--- src/hdl/mf3_pkg.sv ---
// Package for the 3x3 median filter: field widths, reset values,
// register map, result slot numbering and the per-pixel control struct.
// No dependencies.
`timescale 1ns / 1ps

package mf3_pkg;

  localparam int PIX_W          = 8;
  localparam int CFG_WIDTH_W    = 12;
  localparam int CFG_HEIGHT_W   = 13;
  localparam int APB_DATA_W     = 32;
  localparam int APB_ADDR_W     = 3;

  localparam int DEF_MAX_WIDTH  = 2048;
  localparam int DEF_MAX_HEIGHT = 4096;

  localparam logic [CFG_WIDTH_W-1:0]  WIDTH_RST  = CFG_WIDTH_W'(640);
  localparam logic [CFG_HEIGHT_W-1:0] HEIGHT_RST = CFG_HEIGHT_W'(480);
  localparam int                      MIN_SIZE   = 3;

  // register byte addresses
  localparam logic [APB_ADDR_W-1:0] REG_WIDTH_ADDR  = 3'd0;
  localparam logic [APB_ADDR_W-1:0] REG_HEIGHT_ADDR = 3'd4;

  // result slots one pixel can trigger, in emission order
  localparam int EMIT_N        = 4;
  localparam int SLOT_INNER    = 0;  // (r-1, c-1)
  localparam int SLOT_EDGE_COL = 1;  // (r-1, W-1) on the last column
  localparam int SLOT_EDGE_ROW = 2;  // (H-1, c-1) on the last row
  localparam int SLOT_CORNER   = 3;  // (H-1, W-1), end of frame

  typedef logic [PIX_W-1:0] pix_t;

  typedef struct packed {
    logic              med_ok;  // window fully interior, median is valid
    logic [EMIT_N-1:0] emit;    // one bit per result slot
  } mf3_flags_t;

endpackage

--- src/hdl/mf3_emit.sv ---
// Output register and sequencer: emits up to four results per pixel.
// Depends on mf3_pkg.
`timescale 1ns / 1ps

module mf3_emit
  import mf3_pkg::*;
#(
  parameter int ROW_W = 12,
  parameter int COL_W = 11
) (
  input  logic             clk_i,
  input  logic             rst_ni,
  input  logic             ld_vld_i,
  input  pix_t             ld_med_i,
  input  mf3_flags_t       ld_flags_i,
  input  logic [ROW_W-1:0] ld_row_i,
  input  logic [COL_W-1:0] ld_col_i,
  output logic             free_o,
  output logic             out_valid_o,
  input  logic             out_stall_i,
  output pix_t             pixel_out_o,
  output logic [ROW_W-1:0] out_row_o,
  output logic [COL_W-1:0] out_col_o,
  output logic             run_last_o,
  output logic             frame_end_o
);

  logic [EMIT_N-1:0] pend_q, pend_d, pend_rem;
  pix_t              pix_q;
  logic [ROW_W-1:0]  row_q;
  logic [COL_W-1:0]  col_q;
  logic              pop, load;

  assign out_valid_o = |pend_q;
  assign pop         = out_valid_o && !out_stall_i;
  assign pend_rem    = pend_q & (pend_q - EMIT_N'(1));  // drop lowest pending slot
  assign free_o      = !out_valid_o || (pop && (pend_rem == '0));
  assign load        = free_o && ld_vld_i;

  always_comb begin
    pend_d = pend_q;
    if (free_o) begin
      pend_d = load ? ld_flags_i.emit : '0;
    end else if (pop) begin
      pend_d = pend_rem;
    end
  end

  always_ff @(posedge clk_i or negedge rst_ni) begin
    if (!rst_ni) begin
      pend_q <= '0;
    end else begin
      pend_q <= pend_d;
    end
  end

  always_ff @(posedge clk_i) begin
    if (load) begin
      pix_q <= ld_med_i;
      row_q <= ld_row_i;
      col_q <= ld_col_i;
    end
  end

  always_comb begin
    pixel_out_o = '0;
    out_row_o   = row_q;
    out_col_o   = col_q;
    frame_end_o = 1'b0;
    if (pend_q[SLOT_INNER]) begin
      pixel_out_o = pix_q;
      out_row_o   = row_q - ROW_W'(1);
      out_col_o   = col_q - COL_W'(1);
    end else if (pend_q[SLOT_EDGE_COL]) begin
      out_row_o   = row_q - ROW_W'(1);
    end else if (pend_q[SLOT_EDGE_ROW]) begin
      out_col_o   = col_q - COL_W'(1);
    end else begin
      frame_end_o = pend_q[SLOT_CORNER];
    end
  end

  assign run_last_o = out_valid_o && (pend_rem == '0);

  a_frame_end_last : assert property (@(posedge clk_i) disable iff (!rst_ni)
    (out_valid_o && frame_end_o) |-> run_last_o)
    else $error("frame end not on the last result of its pixel");

  a_idle_after_free : assert property (@(posedge clk_i) disable iff (!rst_ni)
    (free_o && !ld_vld_i) |=> !out_valid_o)
    else $error("result appeared without a loaded pixel");

  a_inner_has_coords : assert property (@(posedge clk_i) disable iff (!rst_ni)
    (out_valid_o && pend_q[SLOT_INNER]) |-> (row_q != '0 && col_q != '0))
    else $error("interior result with a zero coordinate");

endmodule
--- config.mk ---
export PLATFORM = sky130hd
export DESIGN_NAME = mf3_emit
export DESIGN_NICKNAME = d
export VERILOG_FILES = /design/src/hdl/mf3_pkg.sv /design/src/hdl/mf3_emit.sv
export SDC_FILE = /design/constraint.sdc
export NUM_CORES = 1
export LEC_CHECK = 0
export ABC_AREA = 1
export BUFFER_PORTS_ARGS = -buffer_cell sky130_fd_sc_hd__clkbuf_2
export CORE_MARGIN = 10
export CORE_UTILIZATION = 51
export CTS_CLUSTER_DIAMETER = 40
export DETAILED_ROUTE_END_ITERATION = 7
export PLACE_DENSITY = 0.85
export RECOVER_POWER = 50
export SLEW_MARGIN = 20
export SYNTH_ARGS = -nofsm -noshare
export SYNTH_HDL_FRONTEND = slang
export SYNTH_SLANG_ARGS = --single-unit
--- constraint.sdc ---
create_clock -name clk_i -period 6.4 [get_ports clk_i]
set_input_delay 0.96 -clock clk_i [delete_from_list [all_inputs] [get_ports clk_i]]
set_output_delay 0.96 -clock clk_i [all_outputs]
set_load 0.01 [all_outputs]
* Yosys cells after proc, flatten, opt, wreduce, memory -nomap -nowiden
Index checks and enable logic that the tools add are counted.
** Operators by class
- Muxes and demuxes :: 12
- Reductions and logical operators :: 10
- Bitwise gates (word level) :: 1
- Add/sub/neg operators :: 3
** Operators with widths (number)
- $mux W11 :: 3
- $mux W12 :: 2
- $mux W4 :: 3
- $sub A12 B1 Y12 const B :: 1
- $sub A11 B1 Y11 const B :: 1
- $mux W8 :: 1
- $and A4 B4 Y4 :: 1
- $logic_and A1 B1 Y1 :: 4
- $logic_not A4 Y1 :: 1
- $reduce_or A4 Y1 :: 1
- $sub A4 B1 Y4 const B :: 1
- $mux W1 :: 3
- $logic_not A1 Y1 :: 2
- $reduce_bool A2 Y1 :: 1
- $logic_or A1 B1 Y1 :: 1
** Word-level totals
- Register bits :: 35
- Output and inout port bits :: 35
- Word-level logic and storage cells :: 30
- Input port bits :: 40

* Depth between registers and ports, before layout
Gate-level depths: netlist of the first run.
- Word-level depth :: 8
- Mapped depth :: 10
- Mapped depth without buffers :: 9

* Least setup slack after synthesis of the first run
Ideal clock, no wire load.
- Path kind :: in2reg
- Start :: input out_stall_i
- End :: register col_q[0], enable pin
- Setup time :: 0.400 ns
- Buffers on the path :: 0
- Cell stages on the path :: 3
- Data required time :: 6.000 ns
- Arrival time :: 2.084 ns
- Path slack :: 3.916 ns
- Cell sequence :: inv_1 nand3_2 a21boi_2
** Between the ends
- Cells in the longest elaborated chain, start to end :: 5
** RTL lines
- start, declared :: line mf3_emit.sv:20 : input logic out_stall_i,
- $logic_not A1 Y1 :: line mf3_emit.sv:35 : assign pop = out_valid_o && !out_stall_i;
- $logic_and A1 B1 Y1 :: line mf3_emit.sv:35
- $logic_and A1 B1 Y1 :: line mf3_emit.sv:37 : assign free_o = !out_valid_o || (pop && (pend_rem == '0));
- $logic_or A1 B1 Y1 :: line mf3_emit.sv:37
- $logic_and A1 B1 Y1 :: line mf3_emit.sv:38 : assign load = free_o && ld_vld_i;
- named net load :: line mf3_emit.sv:32 : logic pop, load;
- end signal, assigned :: line mf3_emit.sv:61 : col_q <= ld_col_i;
- end, declared :: line mf3_emit.sv:31 : logic [COL_W-1:0] col_q;
The timed path passes the listed nets, and every way through them passes these cells.
A chain may end at the register's enable or synchronous reset.

* Worst setup path in the final report of the first run
- Start :: register pend_q[0]
- End :: register col_q[10], enable pin
** Between the ends
- Cells in the longest elaborated chain, start to end :: 6
- Elaborated cells between the ends (all ways) :: 9
- Those cells by class :: 1 x add/sub; 1 x bitwise; 7 x reduce/logical
** RTL lines
- start, declared :: line mf3_emit.sv:28 : logic [EMIT_N-1:0] pend_q, pend_d, pend_rem;
- start signal, assigned :: line mf3_emit.sv:53 : pend_q <= pend_d;
- $sub A4 B1 Y4 :: line mf3_emit.sv:36 : assign pend_rem = pend_q & (pend_q - EMIT_N'(1));
- $and A4 B4 Y4 :: line mf3_emit.sv:36
- $logic_not A4 Y1 :: line mf3_emit.sv:37
- $logic_and A1 B1 Y1 :: line mf3_emit.sv:37
- $logic_or A1 B1 Y1 (*) :: line mf3_emit.sv:37
- $logic_and A1 B1 Y1 (*) :: line mf3_emit.sv:38
- named net load :: line mf3_emit.sv:32
The timed path passes the listed nets; every way through them passes the cells marked *.

==> results of run 1 <==
path summary, 6_finish.rpt:
| path | start | endpoint | slack (ns) |
|---|---|---|---|
| worst max-delay path | pend_q[0]$_DFFE_PN0P_ | col_q[10]$_DFFE_PP_ | 2.41 |
| worst min-delay path | rst_ni | pend_q[3]$_DFFE_PN0P_ | 0.43 |
| worst max register to register | pend_q[0]$_DFFE_PN0P_ | col_q[10]$_DFFE_PP_ | 2.41 |
| worst min register to register | pend_q[2]$_DFFE_PN0P_ | pend_q[2]$_DFFE_PN0P_ | 0.56 |
| max in group asynchronous | rst_ni | pend_q[1]$_DFFE_PN0P_ | 5.80 |
| min in group clk_i | pend_q[2]$_DFFE_PN0P_ | pend_q[2]$_DFFE_PN0P_ | 0.56 |
cell usage after synthesis, drive strengths merged:
| library cell | n | area share, % |
|---|---|---|
| a21boi | 1 | 0.63 |
| a21oi | 3 | 0.85 |
| buf | 1 | 0.63 |
| dfrtp | 4 | 5.6 |
| edfxtp | 31 | 52 |
| ha | 2 | 1.4 |
| inv | 31 | 6.7 |
| nand2 | 32 | 8.0 |
| nand3 | 10 | 3.1 |
| nand3b | 2 | 0.85 |
| nand4 | 1 | 0.35 |
| nor2 | 28 | 7.3 |
| nor3 | 2 | 0.85 |
| o21ai | 6 | 2.3 |
| xnor2 | 4 | 2.0 |
| xor2 | 14 | 6.9 |
metrics by stage:
step | cell area [sq um] | hold WS [ns]
5_1_grt | 2210 | 0.414
4_1_cts | 2240 | 0.401
6_report | 2210 | 0.434
3_3_place_gp | 2190 | 0.524
2_1_floorplan | 1780 | 0.494
3_5_place_dp | 2190 | 0.551
final cells by class:
class / count / area, sq um
fillers: 306 / 1150
clock buffers: 7 / 45.0
multi-input cells: 105 / 601
well taps: 46 / 57.6
repair buffers: 73 / 353
clock inverters: 1 / 5.00
flip-flops and latches: 35 / 1030
inverters: 31 / 119
power by group:
part           switching (mW)  internal, mW  total, mW
Combinational           0.231         0.129      0.361
Sequential             0.0423         0.330      0.373
Clock                  0.0647        0.0428      0.107
Total                   0.338         0.503      0.841
placed cells by master, fill, tap and decap left out, types with 2 or more instances in the layout:
master / n
a21oi_1: 3
clkbuf_1: 12
clkbuf_2: 63
clkbuf_4: 5
dfrtp_1: 4
edfxtp_1: 31
ha_1: 2
inv_1: 30
nand2_1: 27
nand2_2: 3
nand2_4: 2
nand3_1: 9
nand3b_1: 2
nor2_1: 24
nor2_2: 3
o21ai_0: 4
xnor2_1: 4
xor2_1: 14
worst register-to-register path, delay by kind of cell, from the launching register on:
kind	cells	cell delay [ns]
flip-flops	1	0.52
AO/OA/AOI/OAI	1	2.08
buffers and inverters	1	0.11
AND/OR/NAND/NOR	3	0.83
metal layers:
metal  vias to the layer above  global-route usage, %
met5                         -                      0
met4                         0                   5.38
met3                         6                   6.31
met2                        41                   21.3
met1                       596                   10.1
li1                        704                      -
flip-flops by register name (all words and copies together) (netlist names):
name / flops
pix_q: 8
col_q: 11
pend_q: 4
row_q: 12
logic make-up (layout without fill, tap and decap cells):
logic type / after synthesis / count (layout)
AO/OA/AOI/OAI: 10 / 10
XOR/XNOR: 18 / 18
adder cells (fa/ha/maj): 2 / 2
buffers and inverters: 32 / 112
flip-flops: 35 / 35
AND/OR/NAND/NOR: 75 / 75
==> results_dict.tcl, run 1 <==
set metrics [dict create \
    place_congestion 0.787 \
    yosys.area_share.simple_pct 20.5 \
    ctsHoldBuffers 0 \
    grt_usage_pct 11.6 \
    cts_setup_buffers 0 \
    worst_slew_pin_slew_ns 2.78 \
    met2_length_um 1890 \
    post-route-min-period_ns 3.99 \
    final_cells 298 \
    synthCells 172 \
    maxCapViolCount 1 \
    cp.required_ns 6.29 \
    synth-xor-area-share_pct 8.88 \
    via_per_inst 4.52 \
    reg2regPathDepth 5 \
    vias 1347 \
    cp_max_fo 33 \
    max_stage_delay_ns 2.08 \
    post_cts_resized 0 \
    synth.avg_cell_area_sq_um 10.3 \
    drv_slew 34 \
    grt_max_degree 34 \
    arrival_ns 3.88 \
    drt_wl_total_um 3540 \
    grt_pass1_wl_um 5730 \
    clkSlewWorstSetupHoldPaths_ns 0.09 \
    initial_core_util_pct 52.8 \
    fp.coreArea_sq_um 3360 \
    globalRouteOverflowTotal 0 \
    path_class "flip-flop to flip-flop" \
    synth_fa_ha_area_share_pct 1.41 \
    num_antenna_cells 0 \
    crit_buf_inv 1 \
    cts_buffers 5 \
    ant_nets 0 \
    synth_fp_nets 214 \
    hold_viol_final 0 \
    fin_util_pct 65.7 \
    cpLargestDelayFamily "compound AO/OA/AOI/OAI gates" \
    critPathCaptureType "flip-flop" \
    setup_viol 0 \
    rsz0062_at_grt "no" \
    antenna_found_initial 0 \
    cp_slowest_cell "a21boi_1" \
    synth_cell_types 26 \
    min_path_type "input pin to async pin" \
    dp_hpwl_um 2960 \
    wire_per_inst_um 11.9 \
    crit_chain "nor2_1 -> nand2_4 -> nor2_1 -> inv_1 -> a21boi_1" \
    setup_tns_ns 0 \
    grt_pass1_vias 1362 \
    cp.depth 5 \
    p_leak_nw 1.07 \
    pre_cts_slack_ns 3.88 \
    fin_nets 293 \
    syn_to_final_growth_pct 24.5 \
    placementRows 21 \
    die_area_sq_um 6240 \
    cts.sinks 35 \
    fp.dieH_um 79 \
    wl_met1_um 1270 \
    netlist_area_sq_um 1780 \
    period_share_pct 62.4 \
    cts_max_level 2 \
    io_pins 75 \
    startpoint_type "flip-flop" \
    drcViolationCount 0 \
    synth-compound-area-share_pct 3.81 \
    ir_worst_vdd_uv 216 \
    relSlewSlack_pct -85.8 \
    top_layer "met4" \
    p_per_area_nw_per_um2 380 \
    worst_slack_ns 2.41 \
    cpMostUsedCell "nor2_1" \
    violations "capacitance limit, slew limit" \
    clock_latency_ns 0.32 \
    ys_seq_area_share_pct 58.1 \
    drt_iter0_markers 19 \
    ys_ff_latch 35 \
    placed_cells 290 \
    fmax_mhz 250 \
    skew_ns 0.00564 \
    fp.dieW_um 79 \
    cts_tree "done" \
    root_buffer "clkbuf_4" \
    synth_top_family_by_area "simple AND/OR/NAND/NOR gates" \
    drive_gt1_share_pct 32.5 \
    dr_wl_met3_um 330 \
    io_buffers 73 \
    dr.pass1.iters 2 \
    clockBufferDepth 2 \
    muxShareOfSynthArea_pct 0 \
    yosysWarnings 0 \
    outcome "complete, but fails checks" \
    total_power_mw 0.841 \
]
No activity file was read; power rests on OpenSTA's default activity.
==> inputs of run 2 (changes only) <==
--- a/config.mk
+++ b/config.mk
@@ -8,10 +8,10 @@
 export ABC_AREA = 1
 export BUFFER_PORTS_ARGS = -buffer_cell sky130_fd_sc_hd__clkbuf_2
 export CORE_MARGIN = 10
-export CORE_UTILIZATION = 51
+export CORE_UTILIZATION = 47
 export CTS_CLUSTER_DIAMETER = 40
 export DETAILED_ROUTE_END_ITERATION = 7
-export PLACE_DENSITY = 0.85
+export PLACE_DENSITY = 0.79
 export RECOVER_POWER = 50
 export SLEW_MARGIN = 20
 export SYNTH_ARGS = -nofsm -noshare
==> constraint.sdc (replaced) <==
create_clock -name clk_i -period 3.71 [get_ports clk_i]
set_input_delay 0.5565 -clock clk_i [delete_from_list [all_inputs] [get_ports clk_i]]
set_output_delay 0.5565 -clock clk_i [all_outputs]
set_load 0.01 [all_outputs]
==> run 2 against run 1 <==
  * The flow now finishes without violations
  * Critical endpoint is now out_row_o[10]
  * Clock power increased by 130%
  * Utilization decreased by 4.3 points
  * Via count decreased by 0.15%
  * Cell area increased by 1.8%
  * Die area increased by 6.3%
  * Non-clock buffer count unchanged
  * Critical path depth increased by 2
  * Total power increased by 80%
==> results_dict.tcl, run 2 (synthesis results as in run 1) <==
set metrics [dict create \
    setup_viol 0 \
    gr-usage-met1_pct 10.2 \
    final_cell_mix "57 x clkbuf_2, 31 x edfxtp_1, 30 x inv_1, 27 x nand2_1, 24 x nor2_1" \
    cts.sinks 35 \
    drcViolationCount 0 \
    cts_tree "done" \
    gr-usage-met2_pct 20.5 \
    fp.coreArea_sq_um 3660 \
    final_common_cell "clkbuf_2" \
    placementRows 22 \
    min_path_type "input pin to async pin" \
    fin_nets 293 \
    fp.dieW_um 81.5 \
    root_buffer "clkbuf_8" \
    regToRegSetupSlack_ns 1.06 \
    cpMostUsedCell "nor2_1" \
    post-route-min-period_ns 2.75 \
    critPathCaptureType "output pin" \
    crit_buf_inv 1 \
    ir_worst_vdd_uv 385 \
    cts_max_level 2 \
    busiest_layer "met2" \
    place_congestion 0.788 \
    cp_max_fo 11 \
    dr.pass1.iters 2 \
    p_leak_nw 1.07 \
    rsz0062_at_grt "no" \
    globalRouteOverflowTotal 0 \
    grt_pass1_wl_um 5670 \
    relSlewSlack_pct 35.3 \
    skew_ns 0.00503 \
    whs_ns 0.0879 \
    die_area_sq_um 6640 \
    r2r-start "pend_q[0]$_DFFE_PN0P_" \
    maxCapViolCount 0 \
    p_per_area_nw_per_um2 673 \
    clkSlewWorstSetupHoldPaths_ns 0.07 \
    io_pins 75 \
    outcome "complete, no violations" \
    clockBufferDepth 2 \
    grt_pass1_vias 1326 \
    antenna_found_initial 0 \
    crit_chain "nor2_1 -> nor2_1 -> nand2_1 -> nor2_1 -> nand3_1 -> xor2_1 -> clkbuf_2" \
    drt_wl_total_um 3590 \
    r2r_end "col_q[10]$_DFFE_PP_" \
    arrival_ns 2.20 \
    total_power_mw 1.52 \
    ctsHoldBuffers 0 \
    top_register "row_q" \
    worst_slew_pin_slew_ns 0.968 \
    fillCellCount 320 \
    cpLargestDelayFamily "simple AND/OR/NAND/NOR gates" \
    largest_register_ffs 12 \
    hold_viol_final 0 \
    max_stage_delay_ns 0.59 \
    fp.dieH_um 81.5 \
    dp_hpwl_um 3060 \
    cp.required_ns 3.15 \
    vias 1345 \
    grt_max_degree 34 \
    via_per_inst 4.48 \
    clock_latency_ns 0.28 \
    cp_slowest_cell "nor2_1" \
    io_buffers 73 \
    setup_tns_ns 0 \
    path_class "flip-flop to output pin" \
    drt_iter0_markers 37 \
    syn_to_final_growth_pct 26.8 \
    reg_top3 "row_q: 12 flops, col_q: 11 flops, pix_q: 8 flops" \
    drive_gt1_share_pct 31.3 \
    period_share_pct 74.3 \
    grt_usage_pct 11.0 \
    post_cts_resized 0 \
    num_antenna_cells 0 \
    reg2regPathDepth 5 \
    cts_setup_buffers 0 \
    fmax_mhz 363 \
    wire_per_inst_um 12.0 \
    initial_core_util_pct 48.5 \
    cts_buffers 5 \
    drv_slew 0 \
    grt_util_met3_pct 4.59 \
    ant_nets 0 \
    startpoint_type "flip-flop" \
]
## run 2: cell count changes in the layout (fill, tap and decap cells not counted)
| cell | change |
|---|---|
| clkbuf_2 | -6 |
| clkbuf_4 | -5 |
| clkbuf_8 | +5 |
| clkbuf_1 | +4 |
| clkinv_2 | +2 |
| a21boi_1 | -1 |
| a21boi_4 | +1 |
## run 2: power breakdown
part | internal [mW] | switching [mW] | leakage, nW | total (mW)
sequential | 0.564 | 0.0708 | 0.338 | 0.635
combinational | 0.218 | 0.414 | 0.688 | 0.632
clock | 0.128 | 0.121 | 0.0477 | 0.249
## run 2: cell type report
type,count,area [sq um],share of cell area (%)
sequential,35,1030,45.8
multi-input combinational,105,612,27.2
timing repair buffer,73,345,15.3
inverter,31,119,5.28
clock buffer,5,68.8,3.06
tap,48,60.1,2.67
clock inverter,3,15.0,0.667
## run 2: metrics by stage
stage	cell area (sq um)	cells	worst slack [ns]	util, %
after floorplan	1780	172	1.43	-
after global routing	2250	300	0.750	61.5
after detailed placement	2200	292	1.34	60.0
after global placement	2200	292	1.37	60.0
final	2250	300	0.955	61.5
after CTS	2280	300	1.22	62.3
## run 2: metal layers
metal,up-vias,share of wire (%),wire length [um]
li1,704,-,-
met1,596,35,1250
met2,41,54,1950
met3,4,9.1,328
met4,0,1.5,53
met5,-,0,0
## run 2: worst max-delay path by stage
stage	start	end	depth (start not counted)
2_1_floorplan	pend_q[1]$_DFFE_PN0P_	col_q[0]$_DFFE_PP_	5
3_3_place_gp	pend_q[0]$_DFFE_PN0P_	col_q[9]$_DFFE_PP_	5
3_5_place_dp	pend_q[0]$_DFFE_PN0P_	col_q[8]$_DFFE_PP_	5
4_1_cts	row_q[0]$_DFFE_PP_	out_row_o[10]	9
5_1_grt	pend_q[0]$_DFFE_PN0P_	out_row_o[10]	7
6_report	pend_q[0]$_DFFE_PN0P_	out_row_o[10]	7
==> inputs of run 3 (changes only) <==
--- a/config.mk
+++ b/config.mk
@@ -8,10 +8,10 @@
 export ABC_AREA = 1
 export BUFFER_PORTS_ARGS = -buffer_cell sky130_fd_sc_hd__clkbuf_2
 export CORE_MARGIN = 10
-export CORE_UTILIZATION = 47
+export CORE_UTILIZATION = 43
 export CTS_CLUSTER_DIAMETER = 40
 export DETAILED_ROUTE_END_ITERATION = 7
-export PLACE_DENSITY = 0.79
+export PLACE_DENSITY = 0.76
 export RECOVER_POWER = 50
 export SLEW_MARGIN = 20
 export SYNTH_ARGS = -nofsm -noshare
==> constraint.sdc (replaced) <==
create_clock -name clk_i -period 2.4 [get_ports clk_i]
set_input_delay 0.36 -clock clk_i [delete_from_list [all_inputs] [get_ports clk_i]]
set_output_delay 0.36 -clock clk_i [all_outputs]
set_load 0.01 [all_outputs]
==> run 3 against run 2 <==
  * Combinational power grew 57%
  * Total power up 66%
  * Clock power grew 120%
  * Global-route usage shrank 1.0 points
  * Die area grew 7.0%
  * Sequential power increased by 55%
  * Via count hardly changed
  * Worst hold slack better by 0.16 ns
  * Register-to-register slack got worse by 0.70 ns
  * Non-clock buffer count is 2 higher
  * Largest cell class unchanged
==> results_dict.tcl, run 3 (synthesis results as in run 1) <==
set metrics [dict create \
    min_path_type "input pin to flip-flop" \
    grt_usage_pct 10.0 \
    r2r-start "pend_q[0]$_DFFE_PN0P_" \
    fin_nets 295 \
    pwr-share-seq_pct 39.2 \
    clock_latency_ns 0.28 \
    drcViolationCount 0 \
    cts_max_level 2 \
    grt_max_degree 34 \
    p_switching_mw 0.953 \
    wire_per_inst_um 12.0 \
    rsz0062_at_grt "no" \
    cp_slowest_cell "edfxtp_1" \
    crit_buf_inv 2 \
    cts_setup_buffers 0 \
    drive_gt1_share_pct 33.9 \
    dr.pass1.iters 4 \
    num_antenna_cells 0 \
    post-route-min-period_ns 2.19 \
    syn_to_final_growth_pct 30.6 \
    total_power_mw 2.52 \
    final_common_cell "clkbuf_2" \
    place_congestion 0.805 \
    hold_start "ld_col_i[9]" \
    intPower_mw 1.56 \
    worst_slack_ns 0.208 \
    clockBufferDepth 2 \
    cp.required_ns 2.04 \
    cts_tree "done" \
    critPathLaunch "row_q[0]$_DFFE_PP_" \
    reg_top3 "row_q: 12 flops, col_q: 11 flops, pix_q: 8 flops" \
    final_cell_mix "61 x clkbuf_2, 31 x edfxtp_1, 30 x inv_1, 27 x nand2_1, 23 x nor2_1" \
    via_per_inst 4.42 \
    io_buffers 73 \
    setup_viol 0 \
    p_leak_nw 1.11 \
    io_pins 75 \
    max_stage_delay_ns 0.39 \
    dp_hpwl_um 2960 \
    placed_cells 295 \
    p_per_area_nw_per_um2 1090 \
    clkSlewWorstSetupHoldPaths_ns 0.07 \
    skew_ns 0.00568 \
    die_area_sq_um 7100 \
    hold_viol_final 0 \
    cp_max_fo 3 \
    initial_core_util_pct 44.4 \
    setup_tns_ns 0 \
    largest_register_ffs 12 \
    root_buffer "clkbuf_8" \
    fp.coreArea_sq_um 4000 \
    arrival_ns 1.83 \
    cpLargestDelayFamily "simple AND/OR/NAND/NOR gates" \
    relSlewSlack_pct 71.6 \
    cts.sinks 35 \
    drt_wl_total_um 3630 \
    placementRows 23 \
    startpoint_type "flip-flop" \
    worst_slew_pin_slew_ns 0.426 \
    period_share_pct 91.3 \
    path_class "flip-flop to output pin" \
    drt_iter0_markers 26 \
    vias 1344 \
    grt_pass1_vias 1424 \
    ant_nets 0 \
    maxCapViolCount 0 \
    ir_worst_vdd_uv 567 \
    top_register "row_q" \
    combPwrFrac_pct 39.4 \
    crit_chain "inv_1 -> ha_1 -> nand3_1 -> nor2_1 -> nand2_1 -> nor2_1 -> nand3_1 -> xor2_1 -> clkbuf_2" \
    antenna_found_initial 0 \
    grt_pass1_wl_um 5850 \
    fp.dieH_um 84.3 \
    critPathCaptureType "output pin" \
    fp.dieW_um 84.3 \
    cts_buffers 5 \
    outcome "complete, no violations" \
    drv_slew 0 \
    clkPwrFrac_pct 21.4 \
    globalRouteOverflowTotal 0 \
    pre_cts_slack_ns 0.479 \
    fmax_mhz 456 \
    final_cells 304 \
    switching_share_pct 37.9 \
]
## run 3: layer usage
layer  wire length (um)  GRT usage, %  vias up
li1                   -             -      709
met1               1320          7.92      580
met2               1840          18.8       47
met3                399          5.89        8
met4                 65          4.87        0
met5                  0             0        -
## run 3: path summary, 6_finish.rpt
check                                        endpoint  slack, ns  cells after the start
worst max-delay path                    out_row_o[10]       0.21                      9
worst min-delay path               col_q[9]$_DFFE_PP_       0.25                      1
worst max register to register     col_q[8]$_DFFE_PP_       0.36                      6
worst min register to register  pend_q[2]$_DFFE_PN0P_       0.54                      2
max in group asynchronous       pend_q[0]$_DFFE_PN0P_       1.75                      2
min in group asynchronous       pend_q[1]$_DFFE_PN0P_       0.44                      2
## run 3: power groups by stage
stage          clock, mW  combinational [mW]  sequential, mW
2_1_floorplan          0               0.689           0.969
3_3_place_gp           0                1.04           0.993
3_5_place_dp           0                1.06           0.999
4_1_cts            0.558                1.07           0.985
5_1_grt            0.577                1.13            1.01
6_report           0.540               0.990           0.987
## run 3: metrics by stage
step	hold WS [ns]	util [%]	area (sq um)
floorplan	0.0644	-	1780
global placement	0.170	55.5	2220
detailed placement	0.172	55.5	2220
CTS	0.236	58.7	2350
global route	0.237	58.0	2320
finish	0.248	58.0	2320
## run 3: what timing repair did
| item | 4_1_cts | 5_1_grt |
|---|---|---|
| hold endpoints to repair | 4 | 0 |
| hold buffers | 1 | 0 |
| endpoints found under the setup margin | 0 | 1 |
| resized for setup | 0 | 1 |
## run 3: worst reg2reg max path: cells and delay by family, from the launching register on
kind,cells,cell delay [ns]
buffers and inverters,2,0.55
flip-flops,1,0.50
AND/OR/NAND/NOR,3,0.47
AO/OA/AOI/OAI,1,0.16
## run 3: layout make-up
type	count	area, sq um
clock buffers	6	82.6
well taps	50	62.6
fillers	359	1680
flip-flops and latches	35	1030
inverters	31	119
clock inverters	2	35.0
repair buffers	75	368
multi-input cells	105	619
