==> src/hdl/mf3_pkg.sv <==
// Package for the 3x3 median filter: field widths, reset values,
// register map, result slot numbering and the per-pixel control struct.
// No dependencies.
`timescale 1ns / 1ps

package mf3_pkg;

  localparam int PIX_W          = 8;
  localparam int CFG_WIDTH_W    = 12;
  localparam int CFG_HEIGHT_W   = 13;
  localparam int APB_DATA_W     = 32;
  localparam int APB_ADDR_W     = 3;

  localparam int DEF_MAX_WIDTH  = 2048;
  localparam int DEF_MAX_HEIGHT = 4096;

  localparam logic [CFG_WIDTH_W-1:0]  WIDTH_RST  = CFG_WIDTH_W'(640);
  localparam logic [CFG_HEIGHT_W-1:0] HEIGHT_RST = CFG_HEIGHT_W'(480);
  localparam int                      MIN_SIZE   = 3;

  // register byte addresses
  localparam logic [APB_ADDR_W-1:0] REG_WIDTH_ADDR  = 3'd0;
  localparam logic [APB_ADDR_W-1:0] REG_HEIGHT_ADDR = 3'd4;

  // result slots one pixel can trigger, in emission order
  localparam int EMIT_N        = 4;
  localparam int SLOT_INNER    = 0;  // (r-1, c-1)
  localparam int SLOT_EDGE_COL = 1;  // (r-1, W-1) on the last column
  localparam int SLOT_EDGE_ROW = 2;  // (H-1, c-1) on the last row
  localparam int SLOT_CORNER   = 3;  // (H-1, W-1), end of frame

  typedef logic [PIX_W-1:0] pix_t;

  typedef struct packed {
    logic              med_ok;  // window fully interior, median is valid
    logic [EMIT_N-1:0] emit;    // one bit per result slot
  } mf3_flags_t;

endpackage

==> src/hdl/mf3_window.sv <==
// 3x3 window held as three sorted columns plus a two-stage median tree.
// Depends on mf3_pkg.
`timescale 1ns / 1ps

module mf3_window
  import mf3_pkg::*;
#(
  parameter int ROW_W = 12,
  parameter int COL_W = 11
) (
  input  logic             clk_i,
  input  logic             rst_ni,
  input  logic             adv_i,
  input  logic             vld_i,
  input  pix_t             upper_i,
  input  pix_t             lower_i,
  input  pix_t             pix_i,
  input  mf3_flags_t       flags_i,
  input  logic [ROW_W-1:0] row_i,
  input  logic [COL_W-1:0] col_i,
  output logic             vld_o,
  output pix_t             med_o,
  output mf3_flags_t       flags_o,
  output logic [ROW_W-1:0] row_o,
  output logic [COL_W-1:0] col_o
);

  function automatic pix_t min2(input pix_t a, input pix_t b);
    return (a < b) ? a : b;
  endfunction

  function automatic pix_t max2(input pix_t a, input pix_t b);
    return (a < b) ? b : a;
  endfunction

  function automatic pix_t med3(input pix_t a, input pix_t b, input pix_t c);
    return max2(min2(a, b), min2(max2(a, b), c));
  endfunction

  // sorted columns, index 2 newest
  pix_t lo_q [3];
  pix_t md_q [3];
  pix_t hi_q [3];

  // stage 1: tag of the pixel whose column was just shifted in
  logic             s1_vld_q;
  mf3_flags_t       s1_flags_q;
  logic [ROW_W-1:0] s1_row_q;
  logic [COL_W-1:0] s1_col_q;

  // stage 2: row reductions of the sorted columns
  logic             s2_vld_q;
  pix_t             s2_maxlo_q, s2_medmd_q, s2_minhi_q;
  mf3_flags_t       s2_flags_q;
  logic [ROW_W-1:0] s2_row_q;
  logic [COL_W-1:0] s2_col_q;

  // stage 3: final median
  logic             s3_vld_q;
  pix_t             s3_med_q;
  mf3_flags_t       s3_flags_q;
  logic [ROW_W-1:0] s3_row_q;
  logic [COL_W-1:0] s3_col_q;

  pix_t new_lo, new_md, new_hi;

  assign new_lo = min2(min2(upper_i, lower_i), pix_i);
  assign new_md = med3(upper_i, lower_i, pix_i);
  assign new_hi = max2(max2(upper_i, lower_i), pix_i);

  always_ff @(posedge clk_i or negedge rst_ni) begin
    if (!rst_ni) begin
      for (int i = 0; i < 3; i++) begin
        lo_q[i] <= '0;
        md_q[i] <= '0;
        hi_q[i] <= '0;
      end
    end else if (adv_i && vld_i) begin
      lo_q[0] <= lo_q[1];
      md_q[0] <= md_q[1];
      hi_q[0] <= hi_q[1];
      lo_q[1] <= lo_q[2];
      md_q[1] <= md_q[2];
      hi_q[1] <= hi_q[2];
      lo_q[2] <= new_lo;
      md_q[2] <= new_md;
      hi_q[2] <= new_hi;
    end
  end

  always_ff @(posedge clk_i or negedge rst_ni) begin
    if (!rst_ni) begin
      s1_vld_q <= 1'b0;
      s2_vld_q <= 1'b0;
      s3_vld_q <= 1'b0;
    end else if (adv_i) begin
      s1_vld_q <= vld_i;
      s2_vld_q <= s1_vld_q;
      s3_vld_q <= s2_vld_q;
    end
  end

  always_ff @(posedge clk_i) begin
    if (adv_i) begin
      s1_flags_q <= flags_i;
      s1_row_q   <= row_i;
      s1_col_q   <= col_i;
      s2_maxlo_q <= max2(max2(lo_q[0], lo_q[1]), lo_q[2]);
      s2_medmd_q <= med3(md_q[0], md_q[1], md_q[2]);
      s2_minhi_q <= min2(min2(hi_q[0], hi_q[1]), hi_q[2]);
      s2_flags_q <= s1_flags_q;
      s2_row_q   <= s1_row_q;
      s2_col_q   <= s1_col_q;
      s3_med_q   <= s2_flags_q.med_ok ? med3(s2_maxlo_q, s2_medmd_q, s2_minhi_q) : '0;
      s3_flags_q <= s2_flags_q;
      s3_row_q   <= s2_row_q;
      s3_col_q   <= s2_col_q;
    end
  end

  assign vld_o   = s3_vld_q;
  assign med_o   = s3_med_q;
  assign flags_o = s3_flags_q;
  assign row_o   = s3_row_q;
  assign col_o   = s3_col_q;

endmodule

==> config.mk <==
export PLATFORM = sky130hd
export DESIGN_NAME = mf3_window
export DESIGN_NICKNAME = d
export VERILOG_FILES = /design/src/hdl/mf3_pkg.sv /design/src/hdl/mf3_window.sv
export SDC_FILE = /design/constraint.sdc
export NUM_CORES = 1
export LEC_CHECK = 0
export BUFFER_PORTS_ARGS = -buffer_cell sky130_fd_sc_hd__clkbuf_2
export CAP_MARGIN = 20
export CORE_ASPECT_RATIO = 1.5
export CORE_MARGIN = 4
export CORE_UTILIZATION = 60
export DETAILED_ROUTE_END_ITERATION = 10
export MAX_ROUTING_LAYER = met4
export PLACE_DENSITY_LB_ADDON = 0.3
export RECOVER_POWER = 100
export SYNTH_ARGS = -nofsm -noshare
export SYNTH_HDL_FRONTEND = slang
export SYNTH_SLANG_ARGS = --single-unit
==> constraint.sdc <==
create_clock -name clk_i -period 6 [get_ports clk_i]
set_input_delay 1.2 -clock clk_i [delete_from_list [all_inputs] [get_ports clk_i]]
set_output_delay 1.2 -clock clk_i [all_outputs]
set_load 0.02 [all_outputs]
Word level (Yosys, flattened, before mapping)
Index checks and enable logic that the tools add are counted.

Add/subtract/negate cells: 0. Multiply operators: 0. Div/mod/pow operators: 0. Magnitude comparators: 14. Equal/unequal tests: 0. Shifts and indexed selects: 0. Multiplexer cells: 18. Bitwise operators: 0. Reductions and logical operators: 1.

Operators by type and width (number): 8-bit two-way mux (18); 8-bit less-than comparator (14); 1-bit logical AND (1).

Bits in registers: 191. Latch bits: 0. Bits in writable memories: 0. Memory bits (read-only): 0. Bits of input ports: 56. Output and inout port bits: 37. Memories kept: 0.

Logic depth before layout (Yosys ltp)
Gate-level depths: netlist of the first run.

Word-level depth: 6. Depth in mapped cells: 25.

Worst setup path after synthesis of the first run
No wires, ideal clock.

Path type: input -> register. Start: input lower_i[2]. End: register md_q[4] (netlist bit). Data arrival time: 5.829 ns. Data required time: 5.931 ns. Slack: 0.102 ns. Cell stages on the path: 23. Path through: inv_1 ha_1 a211oi_1 o21ai_1 a21oi_2 clkbuf_1 mux2_2 ha_1 o21a_1 nor2_1 o41a_1 a21oi_2 mux2i_1 ha_1 a21o_1 a21oi_1 o21ai_0 or3_1 nor2_1 a31oi_1 clkbuf_1 or3_1 nand3_1.

Word-level cells in the longest chain between the ends: 6. Elaborated cells between the ends (all ways): 7.

Ends and longest elaborated chain: start, declared (RTL line mf3_window.sv:16) `input pix_t lower_i,`; 8-bit less-than comparator (RTL line mf3_window.sv:29, mf3_window.sv:33); 8-bit two-way mux (RTL line mf3_window.sv:33) `return (a < b) ? b : a;`; 8-bit less-than comparator (RTL line mf3_window.sv:29) `return (a < b) ? a : b;`; 8-bit two-way mux (RTL line mf3_window.sv:29); 8-bit less-than comparator (RTL line mf3_window.sv:33); 8-bit two-way mux (*) (RTL line mf3_window.sv:33); end, declared (RTL line mf3_window.sv:42) `pix_t md_q [3];`.

Mark *: on every way between the ends. The rest lies on a longest branch, timed or not. A chain may end at the register's enable or synchronous reset.

Final worst setup path of the first run
Start: register s2_medmd_q[5]. End: register s3_med_q[5], in the netlist med_o[5], data pin.

Word-level cells in the longest chain between the ends: 6. Elaborated cells between the ends (all ways): 7.

Ends and longest elaborated chain: start, declared (RTL line mf3_window.sv:53) `pix_t s2_maxlo_q, s2_medmd_q, s2_minhi_q;`; start signal, assigned (RTL line mf3_window.sv:109) `s2_medmd_q <= med3(md_q[0], md_q[1], md_q[2]);`; 8-bit less-than comparator (RTL line mf3_window.sv:29, mf3_window.sv:33); 8-bit two-way mux (RTL line mf3_window.sv:33); 8-bit less-than comparator (RTL line mf3_window.sv:29); 8-bit two-way mux (RTL line mf3_window.sv:29); 8-bit less-than comparator (RTL line mf3_window.sv:33); 8-bit two-way mux (*) (RTL line mf3_window.sv:33); end signal, assigned (RTL line mf3_window.sv:114) `s3_med_q <= s2_flags_q.med_ok ? med3(s2_maxlo_q, s2_medmd_q, s2_minhi_q) : '0;`; end, declared (RTL line mf3_window.sv:60) `pix_t s3_med_q;`.

Marked as above.

==> impl_metrics.env, run 1 <==
export IMPL_wl_met3_um=928
export IMPL_wl_met2_um=11700
export IMPL_p_per_area_nw_per_um2=600
export IMPL_routed_wl_um=22200
export IMPL_antenna_found_initial=0
export IMPL_skew_ns=0.0133
export IMPL_ys_seq_elements=191
export IMPL_core_sq_um=17300
export IMPL_synthCells=964
export IMPL_post_synth_cell_area_avg_sq_um=10.9
export IMPL_setup_violations=0
export IMPL_synth_area_top_cells="edfxtp_1, dfrtp_1, ha_1"
export IMPL_irDropWorstVdd_uv=460
export IMPL_fin_setup_tns_ns=0
export IMPL_criticalPathCategory="flop to flop"
export IMPL_fin_crit_sh_pct=95.9
export IMPL_drv_slew=206
export IMPL_top_layer="met4"
export IMPL_status="finished, violations left"
export IMPL_dieArea_sq_um=19800
export IMPL_relSlewSlack_pct=-168
export IMPL_synth_distinct_cells=62
export IMPL_synth_top_cell_area_share_pct=33.1
export IMPL_drc_errors=0
export IMPL_fin_ws_ns=0.249
export IMPL_syn_area_sq_um=10500
export IMPL_synth_edf_count=116
export IMPL_hold_violations=0
export IMPL_grt_usage_pct=23.8
export IMPL_nets=1232
export IMPL_fin_util_pct=69.4
export IMPL_ios=93
export IMPL_layout_commonest_cell="nand2_1"
export IMPL_io_buffers=92
export IMPL_routabilityCongestion=0.936
export IMPL_drive_gt1_share_pct=15.0
export IMPL_synthFlopType="edfxtp_1"
export IMPL_die_w_um=116
export IMPL_cp_max_fo=9
export IMPL_insertion_delay_ns=0.44
export IMPL_grt_first_pass_wirelength_um=36000
export IMPL_worstMarginPinSlew_ns=4.02
export IMPL_place_hpwl_um=16300
export IMPL_fillCellCount=1312
export IMPL_start_util_pct=61.0
export IMPL_dieHeight_um=170
export IMPL_violations="capacitance limit, slew limit"
export IMPL_ys_seq_area_share_pct=50.9
export IMPL_h_tree_depth=4
export IMPL_synth_area_leader_cell="edfxtp_1"
export IMPL_crit_arrival_ns=6.05
export IMPL_ant_nets=0
export IMPL_drt_pass1_iterations=8
export IMPL_async_flop_share_pct=39.3
export IMPL_crit_required_ns=6.30
export IMPL_m1WireLength_um=8680
export IMPL_layout_common_cells="nand2_1, edfxtp_1, o21ai_0"
export IMPL_grt_pass1_vias=7678
export IMPL_post_drt_wl_per_cell_um=17.0
export IMPL_cts_tree="yes"
export IMPL_num_vias=7653
export IMPL_n_antenna_cell=0
export IMPL_end_kind="flop"
export IMPL_p_leak_uw=0.00545
export IMPL_grt_max_degree=91
export IMPL_cts_sink_count=191
export IMPL_cts_clk_slew_worst_paths_ns=0.08
export IMPL_drv_cap=4
export IMPL_cts_inserted_buffers=17
export IMPL_grt_ovfl_total=0
export IMPL_clockBufferDepth=2
export IMPL_syn_num_nets=1118
export IMPL_fin_crit_ns=5.75
export IMPL_cts_root_buf="clkbuf_16"
export IMPL_viasPerCell=5.87
export IMPL_critPathLaunchType="flop"
export IMPL_fmax_mhz=174
export IMPL_syn2layout_area_growth_pct=13.8
export IMPL_yosys_warnings=0
export IMPL_rows=59
export IMPL_dp_slack_ns=-0.167
export IMPL_drtIter0Drc=439
export IMPL_hold_class="flop to flop"
cells by family (layout without fill, tap and decap cells):
family | after synthesis | after routing | share of synthesized area, %
compound gates | 243 | 244 | 14.7
mux | 79 | 79 | 8.22
flops | 191 | 191 | 50.9
simple gates | 232 | 232 | 10.1
fa+ha+maj | 98 | 98 | 11.6
buf+inv | 121 | 247 | 4.49
cell type report:
type	count	area, sq um	share of cell area, %
well taps	213	267	2.22
multi-input cells	653	4740	39.5
inverters	88	330	2.75
clock inverters	14	189	1.58
flip-flops and latches	191	5360	44.7
repair buffers	127	676	5.64
clock buffers	18	429	3.58
worst max-delay path, cell delays in order (launching register included):
cell and delay (ns):
edfxtp_1 0.40, inv_1 0.14, ha_1 0.26, a21o_1 0.16, a221o_1 0.34, a31o_1 0.23
a21o_4 0.28, mux2_2 0.29, ha_1 0.30, a21o_1 0.16, a21o_1 0.18, a221o_1 0.36
a221oi_2 0.21, buf_4 0.20, mux2i_4 0.26, ha_1 0.28, a21o_1 0.19, a21o_1 0.17
a21oi_1 0.13, nand2_1 0.10, o21bai_1 0.23, a211o_2 0.34, a211oi_1 0.27, a41o_1 0.14
stage by stage:
step           area, sq um  std cells  hold slack [ns]  power (uW)
3_5_place_dp         11400       1270            0.405        5850
3_3_place_gp         11400       1270            0.400        5730
4_1_cts              12000       1302            0.417        7130
5_1_grt              12000       1304            0.422        7720
6_report             12000       1304            0.413        7190
2_1_floorplan        10500        964            0.400        4820
worst paths after layout:
path | slack [ns] | endpoint | startpoint | depth (start not counted)
setup / recovery | 0.25 | med_o[5] | s2_medmd_q[5] | 23
hold / removal | 0.41 | row_o[8] | s2_row_q[8] | 0
setup reg to reg | 0.25 | med_o[5] | s2_medmd_q[5] | 23
hold reg to reg | 0.41 | row_o[8] | s2_row_q[8] | 0
max in group asynchronous | 1.57 | lo_q[23] | rst_ni | 1
min in group asynchronous | 2.15 | md_q[14] | rst_ni | 1
sequential cells by signal (all words and copies together), names as in the netlist:
signal	cells
s2_flags_q	5
row_o	12
s1_flags_q	5
vld_o	1
s2_col_q	11
col_o	11
s2_minhi_q	8
s2_row_q	12
s1_row_q	12
flags_o	5
s1_vld_q	1
s1_col_q	11
md_q	24
med_o	8
s2_vld_q	1
hi_q	24
s2_maxlo_q	8
s2_medmd_q	8
lo_q	24
what timing repair did:
| action | in CTS | in global routing |
|---|---|---|
| resized for setup | 3 | 10 |
| gates cloned | 0 | 1 |
| setup buffers | 0 | 1 |
| pin swaps | 0 | 1 |
| endpoints found under the setup margin | 7 | 16 |
| hold buffers | 0 | 0 |
synthesized netlist by cell type, types with 3 or more instances:
cell type / instances
a211o_1: 3
a211oi_1: 7
a21o_1: 15
a21oi_1: 39
a21oi_2: 3
a31oi_1: 3
a41o_1: 3
and4_1: 4
buf_1: 5
buf_2: 3
clkbuf_1: 22
dfrtp_1: 75
edfxtp_1: 116
ha_1: 98
inv_1: 88
mux2_2: 32
mux2_4: 7
mux2i_1: 40
nand2_1: 122
nand2b_1: 8
nand3_1: 17
nand4_1: 11
nor2_1: 35
nor2b_1: 7
nor3_1: 8
o211a_1: 15
o21a_1: 10
o21ai_0: 112
o21ai_1: 6
or3_1: 9
layer usage:
layer	vias to the layer above	global-route usage, %
met3	64	3.24
met4	0	11.0
met1	3636	26.1
li1	3730	-
met5	-	-
met2	223	42.1
power breakdown:
group	switching [uW]	total, uW	internal (uW)
Clock	566	1170	605
Combinational	2280	4010	1730
Sequential	206	2010	1810
Note: power is estimated with default switching activity, not from simulation.
==> inputs of run 2 (changes only) <==
Settings changed: ABC_CLOCK_PERIOD_IN_PS from default to 6000, BUFFER_PORTS_ARGS -buffer_cell sky130_fd_sc_hd__clkbuf_2 to default, CORE_UTILIZATION 60 to 64, DONT_BUFFER_PORTS from default to 1.
==> run 2 against run 1 <==
Total power rose by 0.57%. Global-route usage rose by 1.6 points. Critical path type unchanged. Flip-flop and latch count is the same. Cell area shrank 4.5%. Core utilization increased by 1.3 points. Combinational power hardly changed. Register-to-register slack worse by 0.10 ns. Via count decreased by 5.1%. The run still ends with capacitance limit, slew limit left. Critical path depth is 1 higher. Largest power group unchanged. Maximum frequency decreased by 1.7%. Clock power is 3% lower.
==> impl_metrics.env, run 2 (synthesis results as in run 1) <==
export IMPL_ff2ff_setup_slack_ns=0.15
export IMPL_antenna_found_initial=0
export IMPL_ant_nets=0
export IMPL_core_sq_um=16200
export IMPL_intPower_uw=4150
export IMPL_seqPwrFrac_pct=28.8
export IMPL_crit_end="med_o[2]"
export IMPL_grt_usage_pct=25.3
export IMPL_syn2layout_area_growth_pct=8.68
export IMPL_hold_buffers=0
export IMPL_timing_hold_ws_ns=0.421
export IMPL_dieHeight_um=165
export IMPL_regToRegStartpoint="s2_medmd_q[5]"
export IMPL_violations="capacitance limit, slew limit"
export IMPL_crit_arrival_ns=6.05
export IMPL_grt_ovfl_total=0
export IMPL_hold_violations=0
export IMPL_worstMarginPinSlew_ns=2.24
export IMPL_n_antenna_cell=0
export IMPL_ff2ff_path_depth=24
export IMPL_setup_violations=0
export IMPL_irDropWorstVdd_uv=509
export IMPL_h_tree_depth=4
export IMPL_num_vias=7260
export IMPL_switching_share_pct=42.6
export IMPL_startpoint="s2_medmd_q[5]"
export IMPL_hold_class="flop to flop"
export IMPL_cp_max_fo=9
export IMPL_rows=57
export IMPL_critPathLaunchType="flop"
export IMPL_insertion_delay_ns=0.44
export IMPL_clockBufferDepth=2
export IMPL_die_w_um=113
export IMPL_grt_pass1_vias=7233
export IMPL_fillCellCount=1104
export IMPL_layout_common_cells="nand2_1, edfxtp_1, o21ai_0"
export IMPL_end_kind="flop"
export IMPL_ios=93
export IMPL_place_hpwl_um=16600
export IMPL_drv_cap=2
export IMPL_switchingPower_uw=3090
export IMPL_combPwrFrac_pct=55.6
export IMPL_status="finished, violations left"
export IMPL_reg_largest_list="hi_q: 24 flops, lo_q: 24 flops, md_q: 24 flops"
export IMPL_drtIter0Drc=482
export IMPL_p_total_uw=7240
export IMPL_start_util_pct=65.1
export IMPL_cts_clk_slew_worst_paths_ns=0.08
export IMPL_cts_inserted_buffers=17
export IMPL_routed_wl_um=22600
export IMPL_skew_ns=0.0114
export IMPL_grt_max_degree=128
export IMPL_fin_crit_ns=5.85
export IMPL_clock_power_share_pct=15.6
export IMPL_drv_slew=142
export IMPL_fmax_mhz=171
export IMPL_layout_commonest_cell="nand2_1"
export IMPL_regToRegEndpoint="med_o[2]"
export IMPL_post_drt_wl_per_cell_um=19.0
export IMPL_routabilityCongestion=0.911
export IMPL_crit_required_ns=6.20
export IMPL_drc_errors=0
export IMPL_viasPerCell=6.09
export IMPL_relSlewSlack_pct=-49.4
export IMPL_dieArea_sq_um=18600
export IMPL_grt_first_pass_wirelength_um=35900
export IMPL_cts_tree="yes"
export IMPL_fin_util_pct=70.7
export IMPL_criticalPathCategory="flop to flop"
export IMPL_drt_pass1_iterations=5
export IMPL_fin_crit_sh_pct=97.5
export IMPL_nets=1128
export IMPL_cts_root_buf="clkbuf_16"
export IMPL_cts_sink_count=191
export IMPL_p_leak_uw=0.00512
export IMPL_p_per_area_nw_per_um2=632
export IMPL_io_buffers=0
export IMPL_drive_gt1_share_pct=10.5
-- run 2: changes by cell type in the layout (fill, tap and decap cells not counted), moves of 3 or more --
cell	delta
clkbuf_1	-43
o21ai_0	-5
inv_8	+3
clkbuf_2	-50
buf_4	-11
o21ai_1	+6
-- run 2: worst min-delay path by stage --
stage / start / to / slack, ns / depth (start not counted)
after floorplan: s2_col_q[0] / col_o[0] / 0.40 / 0
after global placement: s1_flags_q[3] / s2_flags_q[3] / 0.40 / 0
after detailed placement: s2_row_q[10] / row_o[10] / 0.40 / 0
after CTS: s1_col_q[8] / s2_col_q[8] / 0.42 / 0
after global routing: rst_ni / md_q[20] / 0.42 / 0
final: s1_flags_q[3] / s2_flags_q[3] / 0.42 / 0
-- run 2: critical path: stages, from the launching register on --
cell and delay [ns]:
edfxtp_1 0.41, inv_1 0.10, ha_1 0.25, a21o_1 0.16
a221o_1 0.34, a31o_1 0.23, a21o_4 0.28, mux2_2 0.33
ha_1 0.33, a21o_1 0.18, a21o_1 0.19, a221o_1 0.39
a221oi_2 0.21, buf_6 0.20, mux2i_2 0.27, ha_1 0.30
a21o_1 0.20, a21o_1 0.18, a21oi_1 0.13, nand2_1 0.09
o21bai_2 0.23, a211oi_2 0.21, buf_4 0.16, o21ai_0 0.09
o211a_1 0.15
-- run 2: power groups by stage --
stage / clock [uW] / sequential (uW) / combinational (uW)
final: 1130 / 2090 / 4020
after global routing: 1210 / 2120 / 4480
after CTS: 1140 / 2080 / 3670
after detailed placement: 0 / 2110 / 3600
after global placement: 0 / 2090 / 3420
after floorplan: 0 / 2020 / 2800
-- run 2: area by class of cell --
class / count / area (sq um) / share of cell area, %
clock buffers: 18 / 429 / 3.75
clock inverters: 14 / 168 / 1.46
inverters: 88 / 330 / 2.88
multi-input cells: 652 / 4710 / 41.2
flip-flops and latches: 191 / 5360 / 46.8
well taps: 206 / 258 / 2.25
repair buffers: 24 / 193 / 1.68
-- run 2: metrics by stage --
step	area [sq um]	TNS, ns	setup slack [ns]	instances
final	11500	0	0.149	1193
after global placement	10800	0	0.0267	1149
after detailed placement	10800	-0.364	-0.0421	1149
after floorplan	10500	0	0.102	964
after global routing	11500	-0.604	-0.0920	1193
after CTS	11400	0	0.00366	1181
-- run 2: per-layer routing --
layer  global-route usage [%]  vias to the layer above  part of all wire [%]
met1                     27.8                     3451                    38
met3                     5.25                       61                   5.0
met2                     45.0                      225                    54
li1                         -                     3523                     -
met5                        -                        -                     0
met4                     9.95                        0                   3.5
-- run 2: repair_timing --
item | in CTS | in global routing
resized for setup | 1 | 18
setup endpoints to repair | 5 | 23
setup buffers | 0 | 12
pin swaps | 0 | 2
==> inputs of run 3 (changes only) <==
Settings changed: CORE_UTILIZATION 64 to 30.
==> run 3 against run 2 <==
Clock skew decreased by 0.00053 ns. Core utilization shrank 37 points. Total power fell by 2.0%. Non-clock buffer count shrank 7. Global-route usage down 13 points. Hold slack got worse by 0.00091 ns. Register-to-register slack improved by 0.09 ns. First-iteration DRC count is the same. Highest routed layer unchanged. The flow still finishes with violations (capacitance limit, slew limit). Cell count rose by 21%. Sequential power barely moved.
==> impl_metrics.env, run 3 (synthesis results as in run 1) <==
export IMPL_n_antenna_cell=0
export IMPL_clockBufferDepth=2
export IMPL_worstMarginPinSlew_ns=2.70
export IMPL_start_util_pct=30.6
export IMPL_switchingPower_uw=2960
export IMPL_rows=83
export IMPL_fin_util_pct=34.1
export IMPL_criticalPathCategory="flop to flop"
export IMPL_drt_pass1_iterations=4
export IMPL_hold_class="flop to flop"
export IMPL_timing_hold_ws_ns=0.420
export IMPL_p_per_area_nw_per_um2=604
export IMPL_rsz0062_at_grt="false"
export IMPL_ios=93
export IMPL_insertion_delay_ns=0.44
export IMPL_grt_ovfl_total=0
export IMPL_relSlewSlack_pct=-79.7
export IMPL_nets=1121
export IMPL_cts_inserted_buffers=17
export IMPL_dieArea_sq_um=38200
export IMPL_crit_arrival_ns=6.07
export IMPL_irDropWorstVdd_uv=270
export IMPL_h_tree_depth=4
export IMPL_fin_crit_ns=5.76
export IMPL_setup_violations=0
export IMPL_hold_buffers=0
export IMPL_num_vias=6974
export IMPL_grt_first_pass_wirelength_um=37300
export IMPL_layout_commonest_cell="nand2_1"
export IMPL_combPwrFrac_pct=54.6
export IMPL_cts_sink_count=191
export IMPL_fin_crit_sh_pct=96.0
export IMPL_grt_usage_pct=12.6
export IMPL_fmax_mhz=174
export IMPL_skew_ns=0.0109
export IMPL_cts_clk_slew_worst_paths_ns=0.07
export IMPL_intPower_uw=4130
export IMPL_end_kind="flop"
export IMPL_reg_largest_list="hi_q: 24 flops, lo_q: 24 flops, md_q: 24 flops"
export IMPL_routabilityCongestion=0.930
export IMPL_violations="capacitance limit, slew limit"
export IMPL_status="finished, violations left"
export IMPL_drive_gt1_share_pct=10.3
export IMPL_cp_max_fo=9
export IMPL_p_leak_uw=0.00507
export IMPL_post_drt_wl_per_cell_um=15.9
export IMPL_layout_common_cells="nand2_1, edfxtp_1, o21ai_0"
export IMPL_ant_nets=0
export IMPL_switching_share_pct=41.8
export IMPL_drv_slew=142
export IMPL_drtIter0Drc=482
export IMPL_critPathLaunchType="flop"
export IMPL_die_w_um=161
export IMPL_antenna_found_initial=0
export IMPL_core_sq_um=34500
export IMPL_cts_tree="yes"
export IMPL_p_total_uw=7090
export IMPL_syn2layout_area_growth_pct=11.5
export IMPL_grt_pass1_vias=7104
export IMPL_drc_errors=0
export IMPL_clock_power_share_pct=16.0
export IMPL_drv_cap=2
export IMPL_viasPerCell=4.82
export IMPL_place_hpwl_um=17200
export IMPL_cts_root_buf="clkbuf_16"
export IMPL_grt_max_degree=128
export IMPL_crit_required_ns=6.31
export IMPL_hold_violations=0
export IMPL_seqPwrFrac_pct=29.4
export IMPL_io_buffers=0
export IMPL_dieHeight_um=238
export IMPL_routed_wl_um=22900
-- run 3: cell type report --
class	instances	area, sq um
sequential	191	5360
multi-input combinational	652	4740
tap	467	584
timing repair buffer	17	140
clock inverter	15	174
fill	3507	22700
clock buffer	17	425
inverter	88	330
-- run 3: final timing paths --
check | startpoint | slack, ns | cells after the start | end
setup / recovery | s2_maxlo_q[5] | 0.24 | 22 | med_o[5]
hold / removal | s1_row_q[6] | 0.42 | 0 | s2_row_q[6]
setup reg to reg | s2_maxlo_q[5] | 0.24 | 22 | med_o[5]
hold reg to reg | s1_row_q[6] | 0.42 | 0 | s2_row_q[6]
max in group asynchronous | rst_ni | 5.37 | 0 | hi_q[10]
min in group asynchronous | rst_ni | 0.46 | 0 | lo_q[10]
-- run 3: repair_timing --
item,4_1_cts,5_1_grt
cloned,0,1
endpoints found under the setup margin,5,20
setup buffers,0,4
resized for setup,1,24
pin swaps,0,1
-- run 3: through the flow --
step	std cells	instance area, sq um	TNS [ns]	setup WS [ns]
final	1447	11800	0	0.243
after global routing	1447	11800	0	0.00873
after detailed placement	1410	11100	-0.158	-0.0601
after floorplan	964	10500	0	0.102
after global placement	1410	11100	0	0.0121
after CTS	1442	11700	0	0.0439
-- run 3: per-layer routing --
metal	GRT usage (%)	up-vias	routed length [um]	part of all wire, %
met5	-	-	0	0
li1	-	3505	-	-
met3	2.71	33	946	4.1
met4	5.77	0	718	3.1
met1	14.5	3281	9760	43
met2	21.2	155	11500	50
-- run 3: critical path, stage by stage, from the launching register on --
cell	delay [ns]
edfxtp_1	0.44
ha_1	0.33
a21o_1	0.16
a221o_1	0.34
a31o_1	0.23
a21o_4	0.27
mux2_2	0.30
ha_1	0.30
a21o_1	0.16
a21o_1	0.19
a221o_1	0.37
a221oi_2	0.22
buf_4	0.22
mux2i_4	0.26
ha_1	0.28
a21o_1	0.19
a21o_1	0.17
a21oi_1	0.14
nand2_1	0.12
o21bai_2	0.23
a211o_2	0.33
a211oi_1	0.26
a41o_1	0.12
-- run 3: power groups by stage --
stage | clock [uW] | sequential, uW | combinational [uW]
after floorplan | 0 | 2020 | 2800
after global placement | 0 | 2110 | 3550
after detailed placement | 0 | 2120 | 3630
after CTS | 1180 | 2090 | 3670
after global routing | 1240 | 2130 | 4380
final | 1140 | 2090 | 3870
